`config.mk`:
```
export PLATFORM = sky130hd
export DESIGN_NAME = frame_signal_extract_core
export DESIGN_NICKNAME = d
export VERILOG_FILES = /design/src/hw/rtl/fse_pkg.sv /design/src/hw/rtl/frame_signal_extract_core.sv
export SDC_FILE = /design/constraint.sdc
export NUM_CORES = 1
export LEC_CHECK = 0
export BUFFER_PORTS_ARGS = -buffer_cell sky130_fd_sc_hd__buf_2
export CAP_MARGIN = 0
export CORE_ASPECT_RATIO = 0.6
export CORE_MARGIN = 3
export CORE_UTILIZATION = 45
export DETAILED_ROUTE_END_ITERATION = 6
export GPL_TIMING_DRIVEN = 0
export HOLD_SLACK_MARGIN = 0.02
export PLACE_DENSITY = 0.74
export SYNTH_ARGS = -nofsm -noshare
export SYNTH_HDL_FRONTEND = slang
export SYNTH_SLANG_ARGS = --single-unit
```
`constraint.sdc`:
```
create_clock -name clk -period 5.4 [get_ports clk]
set_clock_uncertainty 0.1 [all_clocks]
set_input_delay 0.54 -clock clk [delete_from_list [all_inputs] [get_ports clk]]
set_output_delay 0.54 -clock clk [all_outputs]
set_load 0.01 [all_outputs]
```
`src/hw/rtl/fse_pkg.sv`:
```
// fse_pkg: shared constants, byte order codes and bit reordering helpers
// for the frame signal extractor. No dependencies.
package fse_pkg;

	localparam int FRAME_W   = 64;   // payload bits at the port
	localparam int BYTE_W    = 8;
	localparam int START_W   = 6;
	localparam int LEN_W     = 6;
	localparam int VALUE_W   = 32;

	localparam int FRAME_BYTES_DEF     = 8;
	localparam int MAX_SIGNAL_BITS_DEF = 32;

	// byte order codes
	localparam logic ORDER_INTEL    = 1'b0;
	localparam logic ORDER_MOTOROLA = 1'b1;

	// Mirror the bits inside every byte: bit i of a byte moves to bit 7-i.
	function automatic logic [FRAME_W-1:0] mirror_bytes(input logic [FRAME_W-1:0] d);
		logic [FRAME_W-1:0] r;
		r = '0;
		for (int i = 0; i < FRAME_W; i++) begin
			r[i ^ (BYTE_W - 1)] = d[i];
		end
		return r;
	endfunction

	// Full reversal of a value word.
	function automatic logic [VALUE_W-1:0] reverse_word(input logic [VALUE_W-1:0] d);
		logic [VALUE_W-1:0] r;
		r = '0;
		for (int i = 0; i < VALUE_W; i++) begin
			r[VALUE_W - 1 - i] = d[i];
		end
		return r;
	endfunction

	// Low-ones mask of the given length; lengths of VALUE_W or more give all ones.
	function automatic logic [VALUE_W-1:0] len_mask(input logic [LEN_W-1:0] len);
		logic [2*VALUE_W-1:0] t;
		t = ({{(2*VALUE_W-1){1'b0}}, 1'b1} << len) - 1'b1;
		return t[VALUE_W-1:0];
	endfunction

endpackage

```
`src/hw/rtl/frame_signal_extract_core.sv`:
```
// frame_signal_extract_core: four-stage pipeline that pulls one signal out
// of an 8-byte frame payload in Intel or Motorola byte order.
// Depends on fse_pkg.

// Usage
//   Input channel (in_valid / in_stall) carries one item: the frame payload
//   plus a descriptor (sig_start, sig_len, sig_order, sig_signed).
//   Output channel (out_valid / out_stall) returns signal_value, one item
//   per input item, in order.
//   An item moves through registers s1 to s4, so four items can be in
//   flight at once; out_valid is the valid flag of s4.
//   Throughput: one item per cycle while the receiver does not stall.
//   Stages: s1 masks bytes beyond the payload and, for Motorola order,
//   mirrors each byte so the signal reads as a contiguous run; s2 is the
//   64-bit barrel shift to the first signal bit; s3 reverses Motorola
//   fields, aligns and masks to the length; s4 sign-extends and zeroes
//   invalid lengths (0 or above MAX_SIGNAL_BITS).
//   When the receiver stalls a valid output, the whole pipeline holds and
//   in_stall rises in the same cycle; nothing is dropped or repeated.
//   Reset (arst_n low) empties the pipeline; no other state exists.
module frame_signal_extract_core
	import fse_pkg::*;
#(
	parameter int FRAME_BYTES     = FRAME_BYTES_DEF,
	parameter int MAX_SIGNAL_BITS = MAX_SIGNAL_BITS_DEF
) (
	input  logic                      clk,
	input  logic                      arst_n,
	input  logic                      in_valid,
	output logic                      in_stall,
	input  logic [FRAME_W-1:0]        frame_data,
	input  logic [START_W-1:0]        sig_start,
	input  logic [LEN_W-1:0]          sig_len,
	input  logic                      sig_order,
	input  logic                      sig_signed,
	output logic                      out_valid,
	input  logic                      out_stall,
	output logic signed [VALUE_W-1:0] signal_value
);

	localparam int SH_W = $clog2(VALUE_W);

	// payload bytes at or past FRAME_BYTES read as zero
	localparam logic [FRAME_W:0] KEEP_FULL =
		{{FRAME_W{1'b0}}, 1'b1} << (FRAME_BYTES * BYTE_W);
	localparam logic [FRAME_W-1:0] KEEP_MASK = FRAME_W'(KEEP_FULL - 1'b1);

	logic en;

	logic v_s1, v_s2, v_s3, v_s4;

	logic [FRAME_W-1:0] src_s1;
	logic [START_W-1:0] amt_s1;
	logic [LEN_W-1:0]   len_s1, len_s2, len_s3, len_s4;
	logic               moto_s1, moto_s2;
	logic               sgn_s1, sgn_s2, sgn_s3, sgn_s4;
	logic               ok_s1, ok_s2, ok_s3, ok_s4;

	logic [VALUE_W-1:0] win_s2;
	logic [VALUE_W-1:0] val_s3;
	logic [VALUE_W-1:0] val_s4;

	logic [FRAME_W-1:0] frame_kept;
	logic [FRAME_W-1:0] src_d;
	logic [START_W-1:0] amt_d;
	logic [FRAME_W-1:0] shifted;
	logic [VALUE_W-1:0] rev_win;
	logic [LEN_W-1:0]   rsh;
	logic [VALUE_W-1:0] aligned;
	logic [VALUE_W-1:0] mask_s3;
	logic [VALUE_W-1:0] mask_s4;
	logic [LEN_W-1:0]   top_idx;
	logic [VALUE_W-1:0] ext_val;

	// global hold while a finished item waits at the output
	assign en       = !(v_s4 && out_stall);
	assign in_stall = !en;

	// s1: byte masking and Motorola mirroring. Mirroring turns the
	// Motorola walk (down within a byte, then bit 7 of the next byte) into
	// an upward run starting at byte*8 + (7 - bit).
	always_comb begin
		frame_kept = frame_data & KEEP_MASK;
		if (sig_order == ORDER_MOTOROLA) begin
			src_d = mirror_bytes(frame_kept);
			amt_d = {sig_start[START_W-1:3], ~sig_start[2:0]};
		end else begin
			src_d = frame_kept;
			amt_d = sig_start;
		end
	end

	// s2: shift the first signal bit down to bit 0; bits past the top read zero
	assign shifted = src_s1 >> amt_s1;

	// s3: Motorola fields come out first-bit-low, so reverse and right-align
	always_comb begin
		rev_win = reverse_word(win_s2);
		rsh     = LEN_W'(VALUE_W) - len_s2;
		mask_s3 = len_mask(len_s2);
		if (moto_s2) begin
			aligned = (rev_win >> rsh[SH_W-1:0]) & mask_s3;
		end else begin
			aligned = win_s2 & mask_s3;
		end
	end

	// s4 input: sign extension from the field's top bit; zero for bad lengths
	always_comb begin
		mask_s4 = len_mask(len_s3);
		top_idx = len_s3 - 1'b1;
		ext_val = val_s3;
		if (sgn_s3 && val_s3[top_idx[SH_W-1:0]]) begin
			ext_val = val_s3 | ~mask_s4;
		end
		if (!ok_s3) begin
			ext_val = '0;
		end
	end

	always_ff @(posedge clk or negedge arst_n) begin
		if (!arst_n) begin
			v_s1 <= 1'b0;
			v_s2 <= 1'b0;
			v_s3 <= 1'b0;
			v_s4 <= 1'b0;
		end else if (en) begin
			v_s1 <= in_valid;
			v_s2 <= v_s1;
			v_s3 <= v_s2;
			v_s4 <= v_s3;
		end
	end

	always_ff @(posedge clk) begin
		if (en) begin
			src_s1  <= src_d;
			amt_s1  <= amt_d;
			len_s1  <= sig_len;
			moto_s1 <= (sig_order == ORDER_MOTOROLA);
			sgn_s1  <= sig_signed;
			ok_s1   <= (sig_len != '0) && (sig_len <= LEN_W'(MAX_SIGNAL_BITS));

			win_s2  <= shifted[VALUE_W-1:0];
			len_s2  <= len_s1;
			moto_s2 <= moto_s1;
			sgn_s2  <= sgn_s1;
			ok_s2   <= ok_s1;

			val_s3  <= aligned;
			len_s3  <= len_s2;
			sgn_s3  <= sgn_s2;
			ok_s3   <= ok_s2;

			val_s4  <= ext_val;
			len_s4  <= len_s3;
			sgn_s4  <= sgn_s3;
			ok_s4   <= ok_s3;
		end
	end

	assign out_valid    = v_s4;
	assign signal_value = $signed(val_s4);

	// an item in s3 reaches the output on the next advancing edge
	a_advance: assert property (@(posedge clk) disable iff (!arst_n)
		en && v_s3 |=> out_valid)
		else $error("item lost between s3 and output");

	// invalid lengths give zero
	a_bad_len_zero: assert property (@(posedge clk) disable iff (!arst_n)
		out_valid && !ok_s4 |-> val_s4 == '0)
		else $error("nonzero value for invalid length");

	// unsigned fields carry no bits above their length
	a_unsigned_clean: assert property (@(posedge clk) disable iff (!arst_n)
		out_valid && ok_s4 && !sgn_s4 |-> (val_s4 & ~len_mask(len_s4)) == '0)
		else $error("unsigned value has bits above its length");

	// signed fields below full width: bits above the length all 0 or all 1
	a_sign_ext: assert property (@(posedge clk) disable iff (!arst_n)
		out_valid && ok_s4 && sgn_s4 && (len_s4 < LEN_W'(VALUE_W)) |->
			((val_s4 & ~len_mask(len_s4)) == '0) ||
			((val_s4 | len_mask(len_s4)) == '1))
		else $error("sign extension inconsistent");

	// the ok flag follows the length it travels with
	a_ok_len: assert property (@(posedge clk) disable iff (!arst_n)
		out_valid |-> ok_s4 == ((len_s4 != '0) && (len_s4 <= LEN_W'(MAX_SIGNAL_BITS))))
		else $error("length check out of step with length");

endmodule

```
After elaboration in Yosys (flattened, before gate mapping)
Index checks and enable logic that the tools add are counted.
{"block": "totals", "regBits": 196, "inputBits": 82, "output_inout_bits": 34, "elab_cells": 45}
{"block": "op_classes", "add_sub_neg": 4, "n_lt_le_gt_ge": 2, "shifts": 4, "n_mux": 6, "bitwise": 5, "n_reduce_logical": 4}
{"op": "bitwise AND 32 bit", "count": 2}
{"op": "two-way mux 32 bit", "count": 2}
{"op": "two-way mux 64 bit", "count": 1}
{"op": "<< shifter 1 x 6 -> 32 bit, first input constant", "count": 2}
{"op": ">> shifter 64 x 6 -> 32 bit", "count": 1}
{"op": "subtractor 32 x 1 -> 32 bit, second input constant", "count": 2}
{"op": "inverter 32 bit", "count": 1}
{"op": "bitwise OR 32 bit", "count": 1}
{"op": ">> shifter 32 x 5 -> 32 bit", "count": 1}
{"op": "<= comparator 6 bit, second input constant", "count": 1}
{"op": "< comparator 5 x 6 -> 1 bit, second input constant", "count": 1}
{"op": "nonzero test 6 bit", "count": 1}
{"op": "binary-select mux 1 bit (select 5 bit)", "count": 1}
{"op": "subtractor 1 x 5 -> 5 bit, first input constant", "count": 1}
{"op": "subtractor 5 x 1 -> 5 bit, second input constant", "count": 1}
{"op": "logical AND 1 bit", "count": 3}
{"op": "two-way mux 3 bit", "count": 1}
{"op": "inverter 3 bit", "count": 1}
{"op": "two-way mux 1 bit", "count": 1}

Depth between registers and ports, before layout
Gate-level depths: netlist of run 1.
{"block": "depth", "depth_word": 5, "mapped_depth": 14, "mapped_depth_nobuf": 9}

Least setup slack after synthesis of run 1
No wires, ideal clock.
{"block": "synth_timing", "path_type": "input-to-output", "from": "input out_stall", "to": "output in_stall", "arrival_ns": 5.194, "required_time_ns": 4.760, "setup_slack_ns": -0.434, "stages": 2, "path_buffers": 0, "path_cell_list": "nand2_1 > inv_1"}
{"block": "synth_via", "elab_chain_len": 1}
{"item": "start: declaration", "line": "frame_signal_extract_core.sv:37", "rtl": "input logic out_stall,"}
{"item": "logical AND 1 bit", "line": "frame_signal_extract_core.sv:76", "rtl": "assign en = !(v_s4 && out_stall);"}
{"item": "end: declaration", "line": "frame_signal_extract_core.sv:30", "rtl": "output logic in_stall,"}
No other way between the ends.

Final worst setup path of run 1
{"block": "layout_timing", "from": "register len_s2[0]", "to": "register val_s3[12], data pin"}
{"block": "layout_via", "elab_chain_len": 4, "word_cells_on_any_way": 7, "cone_classes": "add/sub (2); shift (2); mux (1); bitwise (2)"}
{"item": "start: declaration", "line": "frame_signal_extract_core.sv:54", "rtl": "logic [LEN_W-1:0] len_s1, len_s2, len_s3, len_s4;"}
{"item": "start signal: assignment", "line": "frame_signal_extract_core.sv:145", "rtl": "len_s2 <= len_s1;"}
{"item": "<< shifter 1 x 6 -> 32 bit / subtractor 1 x 5 -> 5 bit (equally long branches)", "line": "fse_pkg.sv:41, frame_signal_extract_core.sv:99"}
{"item": "subtractor 32 x 1 -> 32 bit / >> shifter 32 x 5 -> 32 bit (equally long branches)", "line": "fse_pkg.sv:41, frame_signal_extract_core.sv:102"}
{"item": "bitwise AND 32 bit (on tied branches)", "line": "frame_signal_extract_core.sv:104, frame_signal_extract_core.sv:102"}
{"item": "two-way mux 32 bit (*)", "line": "frame_signal_extract_core.sv:101", "rtl": "if (moto_s2) begin"}
{"item": "net aligned[12]", "line": "frame_signal_extract_core.sv:69", "rtl": "logic [VALUE_W-1:0] aligned;"}
{"item": "end signal: assignment", "line": "frame_signal_extract_core.sv:150", "rtl": "val_s3 <= aligned;"}
{"item": "end: declaration", "line": "frame_signal_extract_core.sv:60", "rtl": "logic [VALUE_W-1:0] val_s3;"}
Mark *: on every way through the listed nets, which the timed path passes. The rest lies on a longest branch.
A chain may end at the register's enable or synchronous reset.

==> flow_metrics.env, run 1 <==
export IMPL_gp_congestion=1.04
export IMPL_ioPinCount=116
export IMPL_wire_per_inst_um=32.8
export IMPL_start_util_pct=46.1
export IMPL_worstReg2RegStart="len_s2[0]"
export IMPL_yosysMostFrequentCell="edfxtp_1"
export IMPL_die_y_um=148
export IMPL_outcome="completed"
export IMPL_reg2regPathDepth=13
export IMPL_fillerInstances=2907
export IMPL_worstSkewPairLatency_ps=470
export IMPL_cts_max_path_buffers=2
export IMPL_synth_area_um2=15100
export IMPL_crit_arrival_ps=5280
export IMPL_period_share_pct=96.1
export IMPL_vias_per_cell=7.03
export IMPL_ys_warn_count=0
export IMPL_seqCellArea_um2=5870
export IMPL_criticalPathCategory="flop to flop"
export IMPL_rsz0062_at_grt="false"
export IMPL_start_kind="flop"
export IMPL_worstReg2RegEnd="val_s3[12]"
export IMPL_multi_input_area_um2=8660
export IMPL_core_area_um2=32700
export IMPL_grt_overflow=0
export IMPL_synth_cell_types=82
export IMPL_max_freq_ghz=0.193
export IMPL_area_growth_pct=11.9
export IMPL_grt_max_degree=108
export IMPL_syn_inst=1291
export IMPL_finalWorstPathRequiredPeriod_ps=5190
export IMPL_drv_cap=0
export IMPL_cts_tree="done"
export IMPL_die_w_um=242
export IMPL_tightestPinTransition_ps=1310
export IMPL_drc=0
export IMPL_power_density_nw_per_um2=609
export IMPL_hpwl_mm=49.4
export IMPL_cp_endpoint="val_s3[12]"
export IMPL_finalSetupViolations=0
export IMPL_core_rowCount=51
export IMPL_drive_gt1_share_pct=31.6
export IMPL_layout_nets=1520
export IMPL_synth_area_leaders="edfxtp_1 38%, mux4_2 20%, mux2_2 8.9%"
export IMPL_grt_pass1_wl_mm=88.7
export IMPL_cts_htree_levels=4
export IMPL_async_reset_ff_share_pct=2.04
export IMPL_wl_mm=62.1
export IMPL_grt_pass1_vias=12200
export IMPL_io_buffer_count=115
export IMPL_root_buffer="clkbuf_16"
export IMPL_p_leak_nw=6.08
export IMPL_dieArea_um2=35800
export IMPL_cts_setup_buffers=0
export IMPL_synth_seq_area_share_pct=38.9
export IMPL_synth_edf_count=192
export IMPL_report_final_slew_viol_count=0
export IMPL_drtIter0Drc=2200
export IMPL_worst_setup_path_end_kind="flop"
export IMPL_whs_ps=141
export IMPL_synth_nets=1386
export IMPL_synth_common_cells="192 x edfxtp_1, 149 x nand2_1, 131 x mux4_2"
export IMPL_vias=13300
export IMPL_min_from="sig_start[3]"
export IMPL_numCtsBuffers=17
export IMPL_crit_path_start="len_s2[0]"
export IMPL_synth_largest_area_cell="edfxtp_1"
export IMPL_firstDrtPassIters=6
export IMPL_ff2ff_setup_slack_ps=210
export IMPL_setup_tns_ps=0
export IMPL_cp_max_fo=18
export IMPL_synth_area_per_cell_um2=11.7
export IMPL_ant_nets=0
export IMPL_clkTransAtPathRegs_ps=90
export IMPL_required_ps=5490
export IMPL_hp_class="input pin to flop"
export IMPL_cts_sinks=196
export IMPL_antenna_found_initial=5
export IMPL_synth_seq_cells=196
export IMPL_slew_headroom_pct=11.8
export IMPL_synth_flop_cell="edfxtp_1"
export IMPL_peakVddDrop_mv=0.418
export IMPL_synth_top_area_share_pct=38.2
export IMPL_grt_usage_pct=34.6
export IMPL_final_hold_viol_count=0
## power by group
part,internal [mW],total [mW],switching [mW],leakage (nW)
clock network,0.621,1.31,0.689,0.284
registers,2.45,3.10,0.652,2.02
logic,2.24,5.87,3.62,3.78
total,5.31,10.3,4.96,6.08
## cells in the final DEF (no fill, tap or decap), drive strengths merged, types with 9 or more instances in the layout
master	count
nand2	149
ha	13
mux2	119
clkbuf	93
xnor2	16
mux4	131
buf	160
o21ai	60
a21oi	53
edfxtp	192
inv	24
and3	12
nand2b	16
xor2	13
a22oi	14
a31oi	13
nand3	17
a2bb2oi	9
o32ai	13
o22ai	11
mux2i	45
nor3	17
nor2	81
## critical path, stage by stage (launching register included)
cell and delay [ps]:
edfxtp_1 590, buf_2 380, inv_1 280, ha_1 240, ha_1 230, clkbuf_1 410, clkbuf_1 490, nand2_1 330
ha_1 430, a21bo_2 240, clkbuf_1 340, mux2_2 380, a21oi_1 360, a211oi_1 90
## through the flow
step / std cells / total power, mW / util, % / worst slack (ps) / area (um2)
2_1_floorplan: 1291 / 6.41 / - / 1540 / 15100
3_3_place_gp: 1856 / 8.64 / 49.5 / -260 / 16200
3_5_place_dp: 1857 / 8.55 / 49.7 / -180 / 16300
4_1_cts: 1890 / 9.89 / 51.5 / 114 / 16900
5_1_grt: 1888 / 10.6 / 51.5 / 174 / 16900
6_report: 1891 / 10.3 / 51.5 / 212 / 16900
## registers in the layout, indices dropped and copies added, names as in the netlist, 6 cells and up
signal and flops:
len_s3 6, signal_value 32, src_s1 64, val_s3 32
amt_s1 6, win_s2 32, len_s1 6, len_s2 6
## worst min path at each step
| stage | endpoint | cells after the start |
|---|---|---|
| floorplan | out_valid | 0 |
| global placement | v_s2 | 1 |
| detailed placement | v_s1 | 1 |
| CTS | amt_s1[3] | 1 |
| global route | amt_s1[5] | 1 |
| finish | amt_s1[3] | 1 |
## layer usage
metal / GRT usage, % / part of all wire (%)
met3: 21.9 / 20
met1: 57.2 / 47
met2: 35.7 / 32
met5: 0 / 0.11
met4: 4.62 / 0.84
## repair_timing
action	CTS	global route
gates resized for setup	2	2
hold endpoints to repair	4	0
cloned	0	0
hold buffers	1	0
setup endpoints to repair	4	16
## kinds of logic after synthesis
group,share of synthesized area (%)
buffers and inverters,3.84
AOI/OAI and AO/OA,12.2
adders and majority gates,1.08
DFF,38.9
xor gates and xnor gates,1.68
muxes,31.4
and+or+nand+nor,10.8
## layout make-up
| type | instances | area share, % |
|---|---|---|
| Antenna cell | 3 | 0.0445 |
| Buffer | 120 | 3.03 |
| Clock buffer | 17 | 2.52 |
| Clock inverter | 15 | 0.949 |
| Inverter | 17 | 0.378 |
| Multi-Input combinational cell | 956 | 51.3 |
| Sequential cell | 196 | 34.8 |
| Tap cell | 450 | 3.34 |
| Timing Repair Buffer | 117 | 3.63 |
(Power assumes the default switching activity.)
==> run 2: changes to the inputs <==
--- a/config.mk
+++ b/config.mk
@@ -13,7 +13,8 @@
 export DETAILED_ROUTE_END_ITERATION = 6
 export GPL_TIMING_DRIVEN = 0
 export HOLD_SLACK_MARGIN = 0.02
-export PLACE_DENSITY = 0.74
+export MAX_ROUTING_LAYER = met4
+export PLACE_DENSITY_LB_ADDON = 0.08
 export SYNTH_ARGS = -nofsm -noshare
 export SYNTH_HDL_FRONTEND = slang
 export SYNTH_SLANG_ARGS = --single-unit
==> flow_metrics.env, run 2 (synthesized netlist as in run 1, its figures left out) <==
export IMPL_die_w_um=242
export IMPL_vias=13000
export IMPL_hpwl_mm=45.3
export IMPL_setup_slack_ps=47.9
export IMPL_drc=0
export IMPL_max_freq_ghz=0.187
export IMPL_fin_util_pct=51.5
export IMPL_hold_end="sgn_s1"
export IMPL_required_ps=5450
export IMPL_fin_cells=1894
export IMPL_antenna_found_initial=4
export IMPL_worst_path_max_delay_cell="a311oi_1"
export IMPL_largest_reg_flops=64
export IMPL_whs_ps=153
export IMPL_critPathBufInv=7
export IMPL_grt_overflow=0
export IMPL_dp_cells=1857
export IMPL_start_util_pct=46.1
export IMPL_worstSkewPairLatency_ps=470
export IMPL_reg2regPathDepth=13
export IMPL_critPathTopFamily="buffers and inverters"
export IMPL_layout_commonest_cell="edfxtp_1"
export IMPL_numCtsBuffers=17
export IMPL_clkTransAtPathRegs_ps=80
export IMPL_place_ws_ps=372
export IMPL_ff2ff_setup_slack_ps=50
export IMPL_drtIter0Drc=2046
export IMPL_core_area_um2=32700
export IMPL_grt_max_degree=120
export IMPL_regMostFlops="src_s1"
export IMPL_wl_mm=56.6
export IMPL_hp_class="input pin to flop"
export IMPL_area_growth_pct=11.8
export IMPL_cts_sinks=196
export IMPL_dieArea_um2=35800
export IMPL_worstReg2RegStart="len_s2[0]"
export IMPL_firstDrtPassIters=7
export IMPL_cp_max_fo=10
export IMPL_cts_max_path_buffers=2
export IMPL_grt_pass1_wl_mm=82.7
export IMPL_worst_setup_path_end_kind="flop"
export IMPL_worstHoldPathCells=1
export IMPL_slew_headroom_pct=20.9
export IMPL_core_rowCount=51
export IMPL_peakVddDrop_mv=0.557
export IMPL_min_from="sig_signed"
export IMPL_ioPinCount=116
export IMPL_finalWorstPathRequiredPeriod_ps=5350
export IMPL_worstReg2RegEnd="val_s3[13]"
export IMPL_grt_pass1_vias=11900
export IMPL_cpPeakStageDelay_ps=750
export IMPL_power_density_nw_per_um2=596
export IMPL_cts_htree_levels=4
export IMPL_final_hold_viol_count=0
export IMPL_finalSetupViolations=0
export IMPL_die_y_um=148
export IMPL_cts_tree="done"
export IMPL_grt_usage_pct=32.6
export IMPL_outcome="completed"
export IMPL_wire_per_inst_um=29.9
export IMPL_io_buffer_count=115
export IMPL_tightestPinTransition_ps=1170
export IMPL_most_common_layout_cells="192 x edfxtp_1, 148 x nand2_1, 143 x buf_2"
export IMPL_ant_nets=0
export IMPL_layout_nets=1522
export IMPL_vias_per_cell=6.85
export IMPL_criticalPathCategory="flop to flop"
export IMPL_crit_arrival_ps=5400
export IMPL_report_final_slew_viol_count=0
export IMPL_gp_congestion=1.10
export IMPL_drv_cap=0
export IMPL_start_kind="flop"
export IMPL_crit_path_start="len_s2[0]"
export IMPL_p_leak_nw=6.07
export IMPL_root_buffer="clkbuf_16"
export IMPL_drive_gt1_share_pct=31.4
export IMPL_path_cells="buf_2, buf_1, inv_1, ha_1, ha_1, clkbuf_1, inv_1, clkbuf_1, clkbuf_1, nand2_1, nand2_1, nand2_1, a311oi_1"
export IMPL_period_share_pct=99.1
[run 2: final cells by class]
type                            count  area [um2]
Sequential cell                   196        5870
Buffer                            122         517
Clock inverter                     15         154
Multi-Input combinational cell    956        8650
Fill cell                        2910       15900
Clock buffer                       17         425
Timing Repair Buffer              117         613
Inverter                           17        63.8
Tap cell                          450         563
Antenna cell                        4        10.0
[run 2: repair_timing]
item / CTS / global route
endpoints found under the hold margin: 4 / 0
resized for setup: 0 / 2
hold buffers: 1 / 0
setup endpoints to repair: 0 / 2
buffers inserted: 0 / 0
[run 2: layer usage]
layer / track usage [%] / part of all wire (%) / up-vias
li1: - / - / 5392
met1: 53.4 / 48 / 6530
met2: 32.7 / 32 / 1017
met3: 18.2 / 19 / 43
met4: 4.38 / 0.63 / 0
met5: - / 0 / -
[run 2: per-stage QoR]
step	instance area, um2	setup TNS, ps	power (mW)
finish	16900	0	10.0
CTS	16800	0	9.70
detailed placement	16300	0	8.37
global route	16900	-96.4	10.4
floorplan	15100	0	6.41
global placement	16200	0	8.48
[run 2: power breakdown]
group / internal [mW] / switching, mW / total [mW]
Combinational: 2.24 / 3.45 / 5.68
Clock: 0.623 / 0.671 / 1.29
Sequential: 2.45 / 0.621 / 3.07
[run 2: worst max path at each step]
stage                 end  slack (ps)  cells after the start
3_5_place_dp   val_s3[12]         370                     14
5_1_grt        val_s3[13]        -100                     13
2_1_floorplan    in_stall        1540                      2
4_1_cts        val_s3[12]         320                     14
6_report       val_s3[13]          50                     13
3_3_place_gp   val_s3[12]         270                     14
